--- config.mk ---
export PLATFORM = sky130hd
export DESIGN_NAME = dns_query_parser
export DESIGN_NICKNAME = d
export VERILOG_FILES = /design/src/dnsqp_pkg.sv /design/src/dns_query_parser.sv /design/src/dnsqp_parse.sv /design/src/dnsqp_out.sv
export SDC_FILE = /design/constraint.sdc
export NUM_CORES = 1
export LEC_CHECK = 0
export BUFFER_PORTS_ARGS = -buffer_cell sky130_fd_sc_hd__buf_4
export CAP_MARGIN = 40
export CORE_ASPECT_RATIO = 1.2
export CORE_MARGIN = 5
export CORE_UTILIZATION = 52
export CTS_BUF_LIST = sky130_fd_sc_hd__clkbuf_16
export DETAILED_ROUTE_END_ITERATION = 7
export PLACE_DENSITY = 0.87
export SKIP_CTS_REPAIR_TIMING = 1
export SYNTH_ARGS = -nofsm -noshare
export SYNTH_HDL_FRONTEND = slang
export SYNTH_SLANG_ARGS = --single-unit
--- constraint.sdc ---
create_clock -name clk -period 5.5 [get_ports clk]
set_clock_uncertainty 0.2 [all_clocks]
set_input_delay 0.55 -clock clk [delete_from_list [all_inputs] [get_ports clk]]
set_output_delay 0.55 -clock clk [all_outputs]
set_load 0.03 [all_outputs]
--- src/dnsqp_pkg.sv ---
`timescale 1ns / 1ps
`default_nettype none

package dnsqp_pkg;

  // message field limits
  localparam int unsigned MAX_LABEL   = 63;
  localparam logic [15:0] CLASS_INET  = 16'd1;
  localparam logic [7:0]  DOT_CHAR    = 8'h2E;
  localparam logic [8:0]  CAP_MAX     = 9'd256;
  localparam logic [8:0]  CAP_RESET   = 9'd256;

  // header byte offsets
  localparam logic [3:0]  HDR_ID_HI   = 4'd0;
  localparam logic [3:0]  HDR_ID_LO   = 4'd1;
  localparam logic [3:0]  HDR_FLAGS   = 4'd2;
  localparam logic [3:0]  HDR_QD_HI   = 4'd4;
  localparam logic [3:0]  HDR_QD_LO   = 4'd5;
  localparam logic [3:0]  HDR_LAST    = 4'd11;

  // question tail byte offsets
  localparam logic [1:0]  TAIL_TYPE_HI  = 2'd0;
  localparam logic [1:0]  TAIL_TYPE_LO  = 2'd1;
  localparam logic [1:0]  TAIL_CLASS_HI = 2'd2;
  localparam logic [1:0]  TAIL_CLASS_LO = 2'd3;

  // register map
  localparam int unsigned PADDR_W           = 2;
  localparam logic [PADDR_W-1:0] REG_NAME_CAPACITY = 2'd0;

  typedef enum logic [2:0] {
    PH_HEADER = 3'd0,
    PH_LEN    = 3'd1,
    PH_CHARS  = 3'd2,
    PH_TAIL   = 3'd3,
    PH_DONE   = 3'd4
  } phase_t;

  typedef enum logic [1:0] {
    ST_OK      = 2'd0,
    ST_OVF     = 2'd1,
    ST_INVALID = 2'd2,
    ST_TOOLONG = 2'd3
  } status_t;

  typedef enum logic {
    KIND_CHAR    = 1'b0,
    KIND_SUMMARY = 1'b1
  } kind_t;

  typedef struct packed {
    logic [7:0] msg_byte;
    logic       end_of_msg;
  } msg_t;

  typedef struct packed {
    logic        result_kind;
    logic [7:0]  name_char;
    logic [7:0]  name_length;
    logic [15:0] query_id;
    logic [15:0] query_type;
    logic [1:0]  status;
  } result_t;

endpackage

`default_nettype wire

--- src/dns_query_parser.sv ---
`timescale 1ns / 1ps
`default_nettype none
// each result is registered in the output register, or in the skid entry if that stalls
// throughput: one message byte per cycle while byte_stall is low, parsed combinationally
// output backpressure is absorbed by one skid entry; bytes are held off only when it is full
// reset: clears parser state and output, cap_reg returns to 256

module dns_query_parser (
  input  wire logic                          clk,
  input  wire logic                          rst,
  input  wire logic                          byte_valid,
  output logic                               byte_stall,
  input  wire dnsqp_pkg::msg_t               byte_data,
  output logic                               result_valid,
  input  wire logic                          result_stall,
  output dnsqp_pkg::result_t                 result_data,
  input  wire logic                          psel,
  input  wire logic                          penable,
  input  wire logic                          pwrite,
  input  wire logic [dnsqp_pkg::PADDR_W-1:0] paddr,
  input  wire logic [31:0]                   pwdata,
  output logic [31:0]                        prdata,
  output logic                               pready
);
  import dnsqp_pkg::*;

  logic       name_capacity;
  logic [8:0] cap_reg;
  logic [8:0] cap_eff;
  logic       busy;
  logic       accept;
  logic       produce;
  result_t    result;

  // configuration register
  assign pready        = 1'b1;
  assign name_capacity = psel && penable && pwrite && (paddr == REG_NAME_CAPACITY);

  always_ff @(posedge clk) begin
    if (rst) begin
      cap_reg <= CAP_RESET;
    end else if (name_capacity) begin
      cap_reg <= pwdata[8:0];
    end
  end

  assign prdata  = (paddr == REG_NAME_CAPACITY) ? {23'd0, cap_reg} : 32'd0;
  assign cap_eff = (cap_reg > CAP_MAX) ? CAP_MAX : cap_reg;

  // byte request handshake
  assign byte_stall = busy;
  assign accept     = byte_valid && !byte_stall;

  dnsqp_parse u_parse (
    .clk     (clk),
    .rst     (rst),
    .accept  (accept),
    .msg     (byte_data),
    .cap     (cap_eff),
    .produce (produce),
    .result  (result)
  );

  dnsqp_out u_out (
    .clk          (clk),
    .rst          (rst),
    .produce      (accept && produce),
    .result_in    (result),
    .busy         (busy),
    .result_valid (result_valid),
    .result_stall (result_stall),
    .result_data  (result_data)
  );

endmodule

`default_nettype wire

--- src/dnsqp_parse.sv ---
`timescale 1ns / 1ps
`default_nettype none

module dnsqp_parse (
  input  wire logic             clk,
  input  wire logic             rst,
  input  wire logic             accept,
  input  wire dnsqp_pkg::msg_t  msg,
  input  wire logic [8:0]       cap,
  output logic                  produce,
  output dnsqp_pkg::result_t    result
);
  import dnsqp_pkg::*;

  phase_t      phase, phase_next;
  logic [3:0]  byte_pos, byte_pos_next;
  logic [5:0]  label_left, label_left_next;
  logic [7:0]  name_count, name_count_next;
  logic [15:0] txn_id, txn_id_next;
  logic [15:0] qtype_reg, qtype_reg_next;
  logic [7:0]  qclass_hi, qclass_hi_next;
  status_t     err_code, err_code_next;

  logic        emit;
  logic [7:0]  emit_char;
  logic [7:0]  b;
  logic [8:0]  nc_wide;
  logic [8:0]  nc_dot;
  logic        has_name;

  assign b        = msg.msg_byte;
  assign nc_wide  = {1'b0, name_count};
  assign has_name = (name_count != 8'd0);
  assign nc_dot   = nc_wide + {8'd0, has_name};

  // per-byte parse step
  always_comb begin
    phase_next      = phase;
    byte_pos_next   = byte_pos;
    label_left_next = label_left;
    name_count_next = name_count;
    txn_id_next     = txn_id;
    qtype_reg_next  = qtype_reg;
    qclass_hi_next  = qclass_hi;
    err_code_next   = err_code;
    emit            = 1'b0;
    emit_char       = 8'd0;
    case (phase)
      PH_HEADER: begin
        case (byte_pos)
          HDR_ID_HI: txn_id_next = {b, 8'd0};
          HDR_ID_LO: txn_id_next = {txn_id[15:8], b};
          HDR_FLAGS: if (b[7:3] != 5'd0) err_code_next = ST_INVALID;
          HDR_QD_HI: if (b != 8'd0) err_code_next = ST_INVALID;
          HDR_QD_LO: if (b != 8'd1) err_code_next = ST_INVALID;
          default: ;
        endcase
        if (byte_pos == HDR_LAST) begin
          byte_pos_next = 4'd0;
          phase_next    = (err_code_next != ST_OK) ? PH_DONE : PH_LEN;
        end else begin
          byte_pos_next = byte_pos + 4'd1;
        end
      end
      PH_LEN: begin
        if (b == 8'd0) begin
          if (nc_wide + 9'd1 > cap) begin
            err_code_next = ST_OVF;
            phase_next    = PH_DONE;
          end else begin
            phase_next    = PH_TAIL;
            byte_pos_next = 4'd0;
          end
        end else if (b > 8'(MAX_LABEL)) begin
          err_code_next = ST_TOOLONG;
          phase_next    = PH_DONE;
        end else if (has_name && (nc_wide + 9'd1 >= cap)) begin
          err_code_next = ST_OVF;
          phase_next    = PH_DONE;
        end else begin
          // dot between labels goes out even if this label then overflows
          if (has_name) begin
            emit      = 1'b1;
            emit_char = DOT_CHAR;
          end
          name_count_next = nc_dot[7:0];
          if (nc_dot + {1'b0, b} >= cap) begin
            err_code_next = ST_OVF;
            phase_next    = PH_DONE;
          end else begin
            label_left_next = b[5:0];
            phase_next      = PH_CHARS;
          end
        end
      end
      PH_CHARS: begin
        emit            = 1'b1;
        emit_char       = b;
        name_count_next = name_count + 8'd1;
        if (label_left != 6'd0) label_left_next = label_left - 6'd1;
        if (label_left_next == 6'd0) phase_next = PH_LEN;
      end
      PH_TAIL: begin
        case (byte_pos[1:0])
          TAIL_TYPE_HI:  qtype_reg_next = {b, 8'd0};
          TAIL_TYPE_LO:  qtype_reg_next = {qtype_reg[15:8], b};
          TAIL_CLASS_HI: qclass_hi_next = b;
          TAIL_CLASS_LO: begin
            if ({qclass_hi, b} != CLASS_INET) begin
              err_code_next = ST_INVALID;
            end
            phase_next = PH_DONE;
          end
          default: ;
        endcase
        byte_pos_next = byte_pos + 4'd1;
      end
      default: ;
    endcase
  end

  // result for this request
  always_comb begin
    result  = '0;
    produce = msg.end_of_msg || emit;
    if (msg.end_of_msg) begin
      result.result_kind = KIND_SUMMARY;
      result.name_length = name_count_next;
      result.query_id    = (phase_next == PH_HEADER) ? 16'd0 : txn_id_next;
      result.query_type  = (phase_next == PH_TAIL && byte_pos_next < 4'd2) ?
                           16'd0 : qtype_reg_next;
      result.status      = (phase_next == PH_DONE) ? err_code_next : ST_OVF;
    end else begin
      result.result_kind = KIND_CHAR;
      result.name_char   = emit_char;
    end
  end

  // parser state, cleared after the final byte
  always_ff @(posedge clk) begin
    if (rst) begin
      phase      <= PH_HEADER;
      byte_pos   <= 4'd0;
      label_left <= 6'd0;
      name_count <= 8'd0;
      txn_id     <= 16'd0;
      qtype_reg  <= 16'd0;
      qclass_hi  <= 8'd0;
      err_code   <= ST_OK;
    end else if (accept) begin
      if (msg.end_of_msg) begin
        phase      <= PH_HEADER;
        byte_pos   <= 4'd0;
        label_left <= 6'd0;
        name_count <= 8'd0;
        txn_id     <= 16'd0;
        qtype_reg  <= 16'd0;
        qclass_hi  <= 8'd0;
        err_code   <= ST_OK;
      end else begin
        phase      <= phase_next;
        byte_pos   <= byte_pos_next;
        label_left <= label_left_next;
        name_count <= name_count_next;
        txn_id     <= txn_id_next;
        qtype_reg  <= qtype_reg_next;
        qclass_hi  <= qclass_hi_next;
        err_code   <= err_code_next;
      end
    end
  end

  // label bytes always have a count behind them
  a_chars_left: assert property (@(posedge clk) disable iff (rst)
    phase == PH_CHARS |-> label_left != 6'd0)
    else $error("label character phase with no bytes left");

  // header offset stays inside the header
  a_hdr_pos: assert property (@(posedge clk) disable iff (rst)
    phase == PH_HEADER |-> byte_pos <= HDR_LAST)
    else $error("header offset past end of header");

  // outside the header, an error is only held once parsing is done
  a_err_done: assert property (@(posedge clk) disable iff (rst)
    (err_code != ST_OK && phase != PH_HEADER) |-> phase == PH_DONE)
    else $error("error code set while still parsing");

endmodule

`default_nettype wire

--- src/dnsqp_out.sv ---
`timescale 1ns / 1ps
`default_nettype none

module dnsqp_out (
  input  wire logic                clk,
  input  wire logic                rst,
  input  wire logic                produce,
  input  wire dnsqp_pkg::result_t  result_in,
  output logic                     busy,
  output logic                     result_valid,
  input  wire logic                result_stall,
  output dnsqp_pkg::result_t       result_data
);
  import dnsqp_pkg::*;

  logic    skid_valid;
  result_t skid_data;

  // requests are refused only while the skid entry is occupied
  assign busy = skid_valid;

  // output register with one skid entry
  always_ff @(posedge clk) begin
    if (rst) begin
      result_valid <= 1'b0;
      skid_valid   <= 1'b0;
    end else if (!result_valid || !result_stall) begin
      if (skid_valid) begin
        result_valid <= 1'b1;
        skid_valid   <= 1'b0;
      end else begin
        result_valid <= produce;
      end
    end else if (produce) begin
      skid_valid <= 1'b1;
    end
  end

  always_ff @(posedge clk) begin
    if (!result_valid || !result_stall) begin
      result_data <= skid_valid ? skid_data : result_in;
    end else if (produce) begin
      skid_data <= result_in;
    end
  end

  // skid entry is only used behind a full output register
  a_skid_behind: assert property (@(posedge clk) disable iff (rst)
    skid_valid |-> result_valid)
    else $error("skid entry held with empty output register");

  // skid fills only when the output was stalled
  a_skid_fill: assert property (@(posedge clk) disable iff (rst)
    $rose(skid_valid) |-> $past(result_valid && result_stall))
    else $error("skid entry filled without a stall");

  // no new result while the skid entry is busy
  a_no_drop: assert property (@(posedge clk) disable iff (rst)
    skid_valid |-> !produce)
    else $error("result produced while skid entry busy");

endmodule

`default_nettype wire
==> impl_metrics.json, run 1 <==
{
  "synthCells": 920,
  "nets": 1073,
  "layout.cells.most_common": "buf_4",
  "clk_pin_slew_ps": 70,
  "finalCritPeriodShare_pct": 97.1,
  "fmax_mhz": 187,
  "cts_buffers": 17,
  "clock-sinks": 176,
  "drv_slew": 0,
  "ys_ff_latch": 176,
  "cts_root_buffer": "clkbuf_16",
  "grt_start_max_net_pins": 71,
  "gp_congestion": 0.929,
  "layout_setup_ws_ps": 157,
  "dp_slack_ps": 48.6,
  "reg2reg_depth": 22,
  "status": "finished, final reports clean",
  "cts_htree_levels": 4,
  "worst-path-buf-inv": 4,
  "io_buffers": 88,
  "syn_area_mm2": 0.00941,
  "synth-async-reset-ratio_pct": 0,
  "power_leakage_nw": 4.45,
  "synth_cell_type_count": 73,
  "drive_gt1_share_pct": 17.2,
  "ioPinCount": 136,
  "diodes": 0,
  "tightest_slew_ps": 900,
  "placed_area_mm2": 0.0102,
  "clk_path_buf_depth": 2,
  "drt_iter0_markers": 933,
  "ys_warn_count": 0,
  "relSlewSlack_pct": 40.0,
  "vias": 7641,
  "seq_area_frac_synth_pct": 48.3,
  "r2r_end": "u_out.result_data[26]$_DFFE_PP_",
  "slowest_stage": "or4_4",
  "final_util_pct": 60.2,
  "grt_pass1_vias": 7308,
  "routedWlPerCell_um": 19.5,
  "crit_arrival_ps": 5330,
  "worstHoldEndpoint": "cap_reg[8]$_SDFFE_PP1P_",
  "min_from": "pwdata[8]",
  "gr-total-overflow": 0,
  "rows": 54,
  "power_density_mw_per_mm2": 284,
  "die_w_um": 133,
  "critical_path_class": "register to register",
  "finalSetupViolCount": 0,
  "start_kind": "register",
  "antenna_found_initial": 0,
  "clk_latency_ps": 440,
  "initial_core_util_pct": 52.4,
  "syn_avg_cell_area_um2": 10.2,
  "period_needed_ps": 5340,
  "top_regs": "u_out.result_data (51), u_out.skid_data (51)",
  "r2r-start": "u_parse.name_count[0]$_SDFFE_PP0P_",
  "r2r_setup_slack_ps": 160,
  "routed_via_density": 6.25,
  "drt-total-wl_mm": 23.9,
  "cts_tree": "done",
  "max_cap_violations": 0,
  "die-area_mm2": 0.0209,
  "fin_cells": 1222,
  "track_usage_pct": 22.1,
  "placed_cells": 1187,
  "endpoint_kind": "register",
  "grt_pass1_wl_mm": 37.2,
  "holdPathStages": 3,
  "mostFrequentLayoutCells": "buf_4 (109), nor2_1 (104), edfxtp_1 (102), dfxtp_1 (74), a22o_1 (54)",
  "hp-class": "input pin to register",
  "antenna_left": 0,
  "synth_top_flop_cell": "edfxtp_1",
  "synth_enable_flop_cells": 102,
  "critPathRequiredTime_ps": 5490,
  "cp_max_fo": 9,
  "peakVddDrop_uv": 209,
  "drc": 0,
  "final_area_mm2": 0.0108,
  "crit_path_cell_trace": "inv_1, ha_1, nor4b_2, and2_4, inv_1, ha_1, ha_1, inv_1, fa_1, inv_1, a21oi_1, o21bai_1, a31oi_1, xnor2_1, ha_1, nand4_1, nor2_1, a211oi_2, o221ai_2, o21ba_4, or4_4, a32o_1",
  "max_stage_delay_ps": 580,
  "crit_family": "compound AO/OA/AOI/OAI gates",
  "power.total_mw": 3.08,
  "fp.coreArea_mm2": 0.0180,
  "dpl.hpwl_mm": 15.5,
  "finalHoldViolations": 0,
  "first_pass_iters": 6,
  "area_growth_pct": 15.0,
  "die_h_um": 157,
  "fillers": 1425
}
-- synth_stat cells (17+ instances only) --
cell / count / area (um2)
nor2_1: 105 / 394
edfxtp_1: 102 / 3060
dfxtp_1: 74 / 1480
a22o_1: 54 / 473
clkbuf_1: 52 / 195
nand2_1: 52 / 195
a21oi_1: 38 / 190
a22oi_1: 37 / 278
and2_1: 37 / 231
ha_1: 37 / 463
and3_1: 25 / 156
buf_4: 25 / 188
o21ai_0: 23 / 115
inv_1: 22 / 82.6
mux2i_1: 20 / 200
a32o_1: 17 / 170
-- cell type report --
type	count	area [um2]	area share, %
multi-input combinational	657	4470	41.3
inverter	23	86.3	0.798
tap	224	280	2.59
clock inverter	15	175	1.62
timing repair buffer	110	838	7.75
clock buffer	17	425	3.93
sequential	176	4540	42.0
-- how the worst max path moves through the flow --
stage | start | to | cells after the start
global route | u_parse.name_count[0]$_SDFFE_PP0P_ | u_out.result_data[26]$_DFFE_PP_ | 22
global placement | u_parse.name_count[0]$_SDFFE_PP0P_ | u_out.result_data[33]$_DFFE_PP_ | 22
CTS | u_parse.name_count[0]$_SDFFE_PP0P_ | u_out.result_data[26]$_DFFE_PP_ | 21
finish | u_parse.name_count[0]$_SDFFE_PP0P_ | u_out.result_data[26]$_DFFE_PP_ | 22
floorplan | u_parse.name_count[2]$_SDFFE_PP0P_ | u_out.skid_data[0]$_DFFE_PP_ | 11
detailed placement | u_parse.name_count[0]$_SDFFE_PP0P_ | u_out.result_data[26]$_DFFE_PP_ | 21
-- cell families after synthesis --
family                     Yosys count  synth area share (%)
and+or+nand+nor                    300                  16.1
AOI/OAI and AO/OA                  243                  19.5
xor gates and xnor gates            22                  2.05
muxes                               28                  3.09
buffers and inverters              111                  5.80
DFF                                176                  48.3
adders and majority gates           38                  5.13
other                                2                0.0798
-- per-stage QoR --
stage               hold WS (ps)  TNS (ps)
detailed placement           284         0
CTS                          114      -130
global placement             271         0
finish                       125         0
floorplan                    257         0
global route                 151     -50.5
-- per-layer routing --
layer  up-vias  routed length, um  track usage [%]
met5         -                  0                0
met4         0                913             10.6
met3        72               1980             4.19
met2       418              11800             38.4
met1      3632               9170             26.3
li1       3519                  -                -
-- power breakdown --
group          internal (mW)  switching (mW)
Combinational          0.131           0.271
Clock                  0.684           0.550
Sequential              1.42          0.0225
-- tightest hold or removal path, delay by kind of cell --
| kind | cells | cell delay, ps |
|---|---|---|
| simple gates | 1 | 60 |
| buf+inv | 1 | 70 |
| mux | 1 | 50 |
No activity file was read; power rests on OpenSTA's default activity.
==> run 2, diff against run 1 <==
--- a/config.mk
+++ b/config.mk
@@ -8,12 +8,13 @@
 export BUFFER_PORTS_ARGS = -buffer_cell sky130_fd_sc_hd__buf_4
 export CAP_MARGIN = 40
 export CORE_ASPECT_RATIO = 1.2
-export CORE_MARGIN = 5
-export CORE_UTILIZATION = 52
+export CORE_MARGIN = 1.5
+export CORE_UTILIZATION = 53
 export CTS_BUF_LIST = sky130_fd_sc_hd__clkbuf_16
 export DETAILED_ROUTE_END_ITERATION = 7
-export PLACE_DENSITY = 0.87
+export PLACE_DENSITY = 0.88
 export SKIP_CTS_REPAIR_TIMING = 1
 export SYNTH_ARGS = -nofsm -noshare
 export SYNTH_HDL_FRONTEND = slang
+export SYNTH_HIERARCHICAL = 1
 export SYNTH_SLANG_ARGS = --single-unit
==> run 2 against run 1 <==
Power decreased by 2.6%; critical path depth rose by 2; via count increased by 0.31%; cell area is 6.3% higher; hold slack better by 46 ps; setup slack better by 94 ps; die area decreased by 4.0%; synthesized area is 8.2% higher.
==> impl_metrics.json, run 2 <==
{
  "worst-path-buf-inv": 4,
  "max_cap_violations": 0,
  "antenna_found_initial": 0,
  "drv_slew": 0,
  "routed_via_density": 5.88,
  "cp_max_fo": 16,
  "die_h_um": 155,
  "critical_path_class": "register to register",
  "final_util_pct": 61.0,
  "power_leakage_nw": 4.57,
  "grt_pass1_vias": 7341,
  "synth-async-reset-ratio_pct": 0,
  "relSlewSlack_pct": 44.1,
  "drt_iter0_markers": 842,
  "yosysTopAreaCell": "edfxtp_1",
  "synth.most_common_cell": "edfxtp_1",
  "synthSimpleGateAreaFrac_pct": 16.6,
  "start_kind": "register",
  "power.total_mw": 3.00,
  "synth_fa_ha_area_share_pct": 4.74,
  "cts_tree": "done",
  "finalHoldViolations": 0,
  "synthCells": 972,
  "rows": 55,
  "fp.coreArea_mm2": 0.0189,
  "antenna_left": 0,
  "status": "finished, final reports clean",
  "ys_warn_count": 6,
  "endpoint_kind": "register",
  "gr-total-overflow": 0,
  "yosys-mux-area-fraction_pct": 9.28,
  "layout_setup_ws_ps": 251,
  "tightest_slew_ps": 834,
  "grt_pass1_wl_mm": 35.9,
  "synthTopCellsByCount": "edfxtp_1 (102), nor2_1 (92), dfxtp_1 (74)",
  "ioPinCount": 136,
  "finalSetupViolCount": 0,
  "synth_top_flop_cell": "edfxtp_1",
  "top_regs": "u_out/result_data (51), u_out/skid_data (51)",
  "synth_top_area_share_pct": 30.1,
  "finalCritPeriodShare_pct": 95.4,
  "placed_cells": 1269,
  "die_w_um": 130,
  "power_density_mw_per_mm2": 261,
  "max_stage_delay_ps": 380,
  "slowest_stage": "fa_1",
  "synth-compound-area-share_pct": 15.6,
  "hp-class": "input pin to register",
  "synth_enable_flop_cells": 102,
  "io_buffers": 88,
  "nets": 1123,
  "clk_path_buf_depth": 2,
  "cts_htree_levels": 4,
  "synth_top_family_by_area": "simple AND/OR/NAND/NOR gates",
  "hold_ws_ps": 171,
  "dp_slack_ps": 87.9,
  "crit_family": "compound AO/OA/AOI/OAI gates",
  "grt_start_max_net_pins": 84,
  "routedWlPerCell_um": 17.1,
  "layout.cells.most_common": "buf_4",
  "vias": 7665,
  "die-area_mm2": 0.0201,
  "synth_xor_area_share_pct": 2.15,
  "clk_pin_slew_ps": 70,
  "initial_core_util_pct": 54.0,
  "gp_congestion": 0.940,
  "peakVddDrop_uv": 246,
  "drt-total-wl_mm": 22.3,
  "final_area_mm2": 0.0115,
  "drc": 0,
  "synth_cell_type_count": 84,
  "critPathRequiredTime_ps": 5490,
  "mostFrequentLayoutCells": "buf_4 (109), edfxtp_1 (102), nor2_1 (92), dfxtp_1 (72), nand2_1 (58)",
  "syn_avg_cell_area_um2": 10.5,
  "crit_arrival_ps": 5240,
  "seq_area_frac_synth_pct": 44.6,
  "period_needed_ps": 5250,
  "ys_ff_latch": 176,
  "placed_area_mm2": 0.0109,
  "synthTopCellsByArea": "edfxtp_1 (30%), dfxtp_1 (15%), mux2_4 (7.2%)",
  "dpl.hpwl_mm": 15.3,
  "syn_area_mm2": 0.0102,
  "fmax_mhz": 191,
  "clock-sinks": 176,
  "cts_buffers": 17,
  "drive_gt1_share_pct": 23.5,
  "clk_latency_ps": 440,
  "crit_path_cell_trace": "inv_1, ha_1, nor4b_2, nand2_2, ha_4, ha_1, inv_1, fa_1, inv_1, a21oi_1, o21bai_1, a31oi_1, o21bai_1, a21oi_1, xor2_1, ha_1, nor3_1, o21ai_0, o22a_2, o221a_4, o41ai_4, buf_12, nor2_1, mux2_4",
  "diodes": 0,
  "first_pass_iters": 6,
  "cts_root_buffer": "clkbuf_16",
  "track_usage_pct": 22.6,
  "fin_cells": 1304,
  "area_growth_pct": 13.0,
  "fin_setup_tns_ps": 0
}
-- run 2: cell types whose count changed in the layout (fill, tap and decap cells not counted), moves of 8 or more --
| cell | change |
|---|---|
| nor2_1 | -12 |
| a22oi_1 | +16 |
| mux2_4 | +49 |
| o21ai_1 | +8 |
| nor2b_1 | +9 |
| and2_2 | +10 |
| a22o_1 | -37 |
| nand2b_1 | +17 |
| a21oi_1 | +14 |
| and2_1 | -17 |
| a32o_1 | -17 |
| and3_1 | -16 |
-- run 2: final cells by class --
cell class,count,area [um2]
fill,1513,7350
multi-input combinational,698,5070
sequential,176,4550
timing repair buffer,112,886
clock buffer,17,425
tap,256,320
clock inverter,15,143
inverter,30,113
-- run 2: final timing paths --
path         cells past startpoint                                end  slack [ps]                          startpoint
max                             24    u_out/result_data[18]$_DFFE_PP_         250  u_parse/name_count[1]$_SDFFE_PP0P_
min                              3            cap_reg[8]$_SDFFE_PP1P_         170                           pwdata[8]
max reg2reg                     24    u_out/result_data[18]$_DFFE_PP_         250  u_parse/name_count[1]$_SDFFE_PP0P_
min reg2reg                      2  u_parse/qclass_hi[7]$_SDFFE_PP0P_         290   u_parse/qclass_hi[7]$_SDFFE_PP0P_
-- run 2: where the power goes --
| group | switching, mW | internal, mW | total [mW] |
|---|---|---|---|
| Combinational | 0.271 | 0.130 | 0.401 |
| Sequential | 0.0227 | 1.42 | 1.44 |
| Clock | 0.557 | 0.600 | 1.16 |
-- run 2: per-layer routing --
metal	wire length, um	up-vias	global-route usage, %
met2	10800	350	37.8
met4	977	0	11.1
met3	1390	65	4.43
met1	9120	3633	27.8
li1	-	3617	-
met5	0	-	0
-- run 2: worst register-to-register path, delay by kind of cell (launching register included) --
| kind | cells | cell delay, ps |
|---|---|---|
| AOI/OAI and AO/OA | 9 | 1740 |
| xor gates and xnor gates | 1 | 170 |
| adders and majority gates | 5 | 1220 |
| buffers and inverters | 4 | 450 |
| DFF | 1 | 370 |
| muxes | 1 | 270 |
| and+or+nand+nor | 4 | 590 |
-- run 2: kinds of logic (layout without fill, tap and decap cells) --
group / after synthesis / in the layout
AOI/OAI and AO/OA: 225 / 225
xor gates and xnor gates: 25 / 25
buffers and inverters: 120 / 174
and+or+nand+nor: 317 / 317
other: 2 / 24
DFF: 176 / 176
muxes: 69 / 69
adders and majority gates: 38 / 38
==> run 3, diff against run 2 <==
--- a/config.mk
+++ b/config.mk
@@ -9,10 +9,10 @@
 export CAP_MARGIN = 40
 export CORE_ASPECT_RATIO = 1.2
 export CORE_MARGIN = 1.5
-export CORE_UTILIZATION = 53
+export CORE_UTILIZATION = 63
 export CTS_BUF_LIST = sky130_fd_sc_hd__clkbuf_16
 export DETAILED_ROUTE_END_ITERATION = 7
-export PLACE_DENSITY = 0.88
+export PLACE_DENSITY = 0.95
 export SKIP_CTS_REPAIR_TIMING = 1
 export SYNTH_ARGS = -nofsm -noshare
 export SYNTH_HDL_FRONTEND = slang
==> constraint.sdc (replaced) <==
create_clock -name clk -period 6.3 [get_ports clk]
set_clock_uncertainty 0.2 [all_clocks]
set_input_delay 0.63 -clock clk [delete_from_list [all_inputs] [get_ports clk]]
set_output_delay 0.63 -clock clk [all_outputs]
set_load 0.03 [all_outputs]
==> run 3 against run 2 <==
Combinational power down 9.5%; sequential power down 13%; critical path depth unchanged; global-route usage up 5.2 points; hold slack better by 87 ps; routed wire length up 4.0%; non-clock buffer count down 14; die area down 16%; clock power down 11%; highest routed layer unchanged.
==> impl_metrics.json, run 3 (synthesized netlist as in run 2, its figures left out) <==
{
  "routed_via_density": 6.30,
  "switchingPower_mw": 0.713,
  "clk_pin_slew_ps": 70,
  "initial_core_util_pct": 64.8,
  "tightest_slew_ps": 865,
  "crit_arrival_ps": 5800,
  "critical_path_class": "register to register",
  "cts_buffers": 17,
  "mostFrequentLayoutCells": "edfxtp_1 (102), buf_4 (95), nor2_1 (92), dfxtp_1 (73), nand2_1 (59)",
  "cts_htree_levels": 4,
  "multi_input_area_mm2": 0.00503,
  "grt_pass1_vias": 7453,
  "hp-class": "input pin to register",
  "drc": 0,
  "rows": 50,
  "grt_start_max_net_pins": 84,
  "fillers": 1096,
  "peakVddDrop_uv": 202,
  "fin_setup_tns_ps": 0,
  "finalSetupViolCount": 0,
  "die_h_um": 142,
  "drive_gt1_share_pct": 21.3,
  "layout.cells.most_common": "edfxtp_1",
  "diodes": 0,
  "power_leakage_nw": 4.49,
  "start_kind": "register",
  "rsz0062_at_grt": "no",
  "status": "finished, final reports clean",
  "fp.coreArea_mm2": 0.0157,
  "comb_power_share_pct": 13.7,
  "p_int_mw": 1.94,
  "endpoint_kind": "register",
  "holdPathStages": 3,
  "sw_frac_of_total_pct": 26.9,
  "relSlewSlack_pct": 42.3,
  "period_needed_ps": 5820,
  "clk_latency_ps": 430,
  "reg2reg_depth": 24,
  "routedWlPerCell_um": 18.7,
  "antenna_left": 0,
  "clk_path_buf_depth": 2,
  "max_cap_violations": 0,
  "track_usage_pct": 27.8,
  "fmax_mhz": 172,
  "grt_pass1_wl_mm": 37.0,
  "ioPinCount": 136,
  "top_regs": "u_out/result_data (51), u_out/skid_data (51)",
  "finalCritPeriodShare_pct": 92.4,
  "drt-total-wl_mm": 23.2,
  "power_density_mw_per_mm2": 235,
  "gr-total-overflow": 0,
  "power.total_mw": 2.65,
  "antenna_found_initial": 0,
  "seqPwrFrac_pct": 47.6,
  "finalHoldViolations": 0,
  "register_area_mm2": 0.00455,
  "gp_congestion": 0.952,
  "cp_max_fo": 16,
  "io_buffers": 88,
  "critPathRequiredTime_ps": 6280,
  "vias": 7830,
  "drv_slew": 0,
  "drt_iter0_markers": 885,
  "cts_tree": "done",
  "clock_power_share_pct": 38.7,
  "die_w_um": 119,
  "cts_root_buffer": "clkbuf_16",
  "dpl.hpwl_mm": 15.6,
  "clock-sinks": 176,
  "first_pass_iters": 6,
  "die-area_mm2": 0.0169,
  "nets": 1109,
  "area_growth_pct": 10.9
}
-- run 3: final timing paths --
kind,startpoint,endpoint,slack [ps]
worst min register to register,cap_reg[0]$_SDFFE_PP0P_,cap_reg[0]$_SDFFE_PP0P_,280
worst min-delay path,pwdata[8],cap_reg[8]$_SDFFE_PP1P_,260
worst max-delay path,u_parse/name_count[1]$_SDFFE_PP0P_,u_out/result_data[18]$_DFFE_PP_,480
worst max register to register,u_parse/name_count[1]$_SDFFE_PP0P_,u_out/result_data[18]$_DFFE_PP_,480
-- run 3: power groups by stage --
stage	sequential (mW)	combinational [mW]	clock, mW
after detailed placement	1.28	0.347	0
after floorplan	1.31	0.245	0
after global routing	1.26	0.387	1.09
after global placement	1.28	0.336	0
final	1.26	0.363	1.03
after CTS	1.26	0.352	1.04
-- run 3: area by class of cell --
class	instances	area share (%)
multi-input cells	698	44.5
flip-flops and latches	176	40.3
repair buffers	98	6.84
clock buffers	17	3.77
well taps	208	2.30
clock inverters	15	1.30
inverters	30	0.997
-- run 3: worst max-delay path: stages, from the launching register on --
cell and delay, ps:
dfxtp_1 380, inv_1 150, ha_1 170, nor4b_1 230, nand2_1 210, ha_1 300
xor2_1 240, inv_1 90, fa_1 430, inv_1 70, a21oi_1 50, o21bai_1 250
a31oi_1 180, o21bai_1 170, a21oi_1 100, xor2_1 170, ha_1 200, nor3_1 110
o21ai_0 100, o22a_1 290, o221a_4 350, o41ai_4 410, buf_4 280, nor2_1 120
mux2_4 290
-- run 3: metal layers --
metal,GRT usage [%],up-vias,share of wire [%]
met5,0,-,0
met4,12.9,0,3.7
met3,5.89,79,7.7
met2,48.7,406,50
met1,32.6,3750,39
li1,-,3595,-
-- run 3: metrics by stage --
stage          instance area (um2)  worst slack [ps]  std cells  util, %  hold slack (ps)
3_5_place_dp                 10700               662       1210     68.3              272
6_report                     11300               479       1242     71.9              258
2_1_floorplan                10300              1250        994        -              248
3_3_place_gp                 10700               780       1207     67.9              262
4_1_cts                      11300               582       1242     71.9              253
5_1_grt                      11300               198       1242     71.9              267
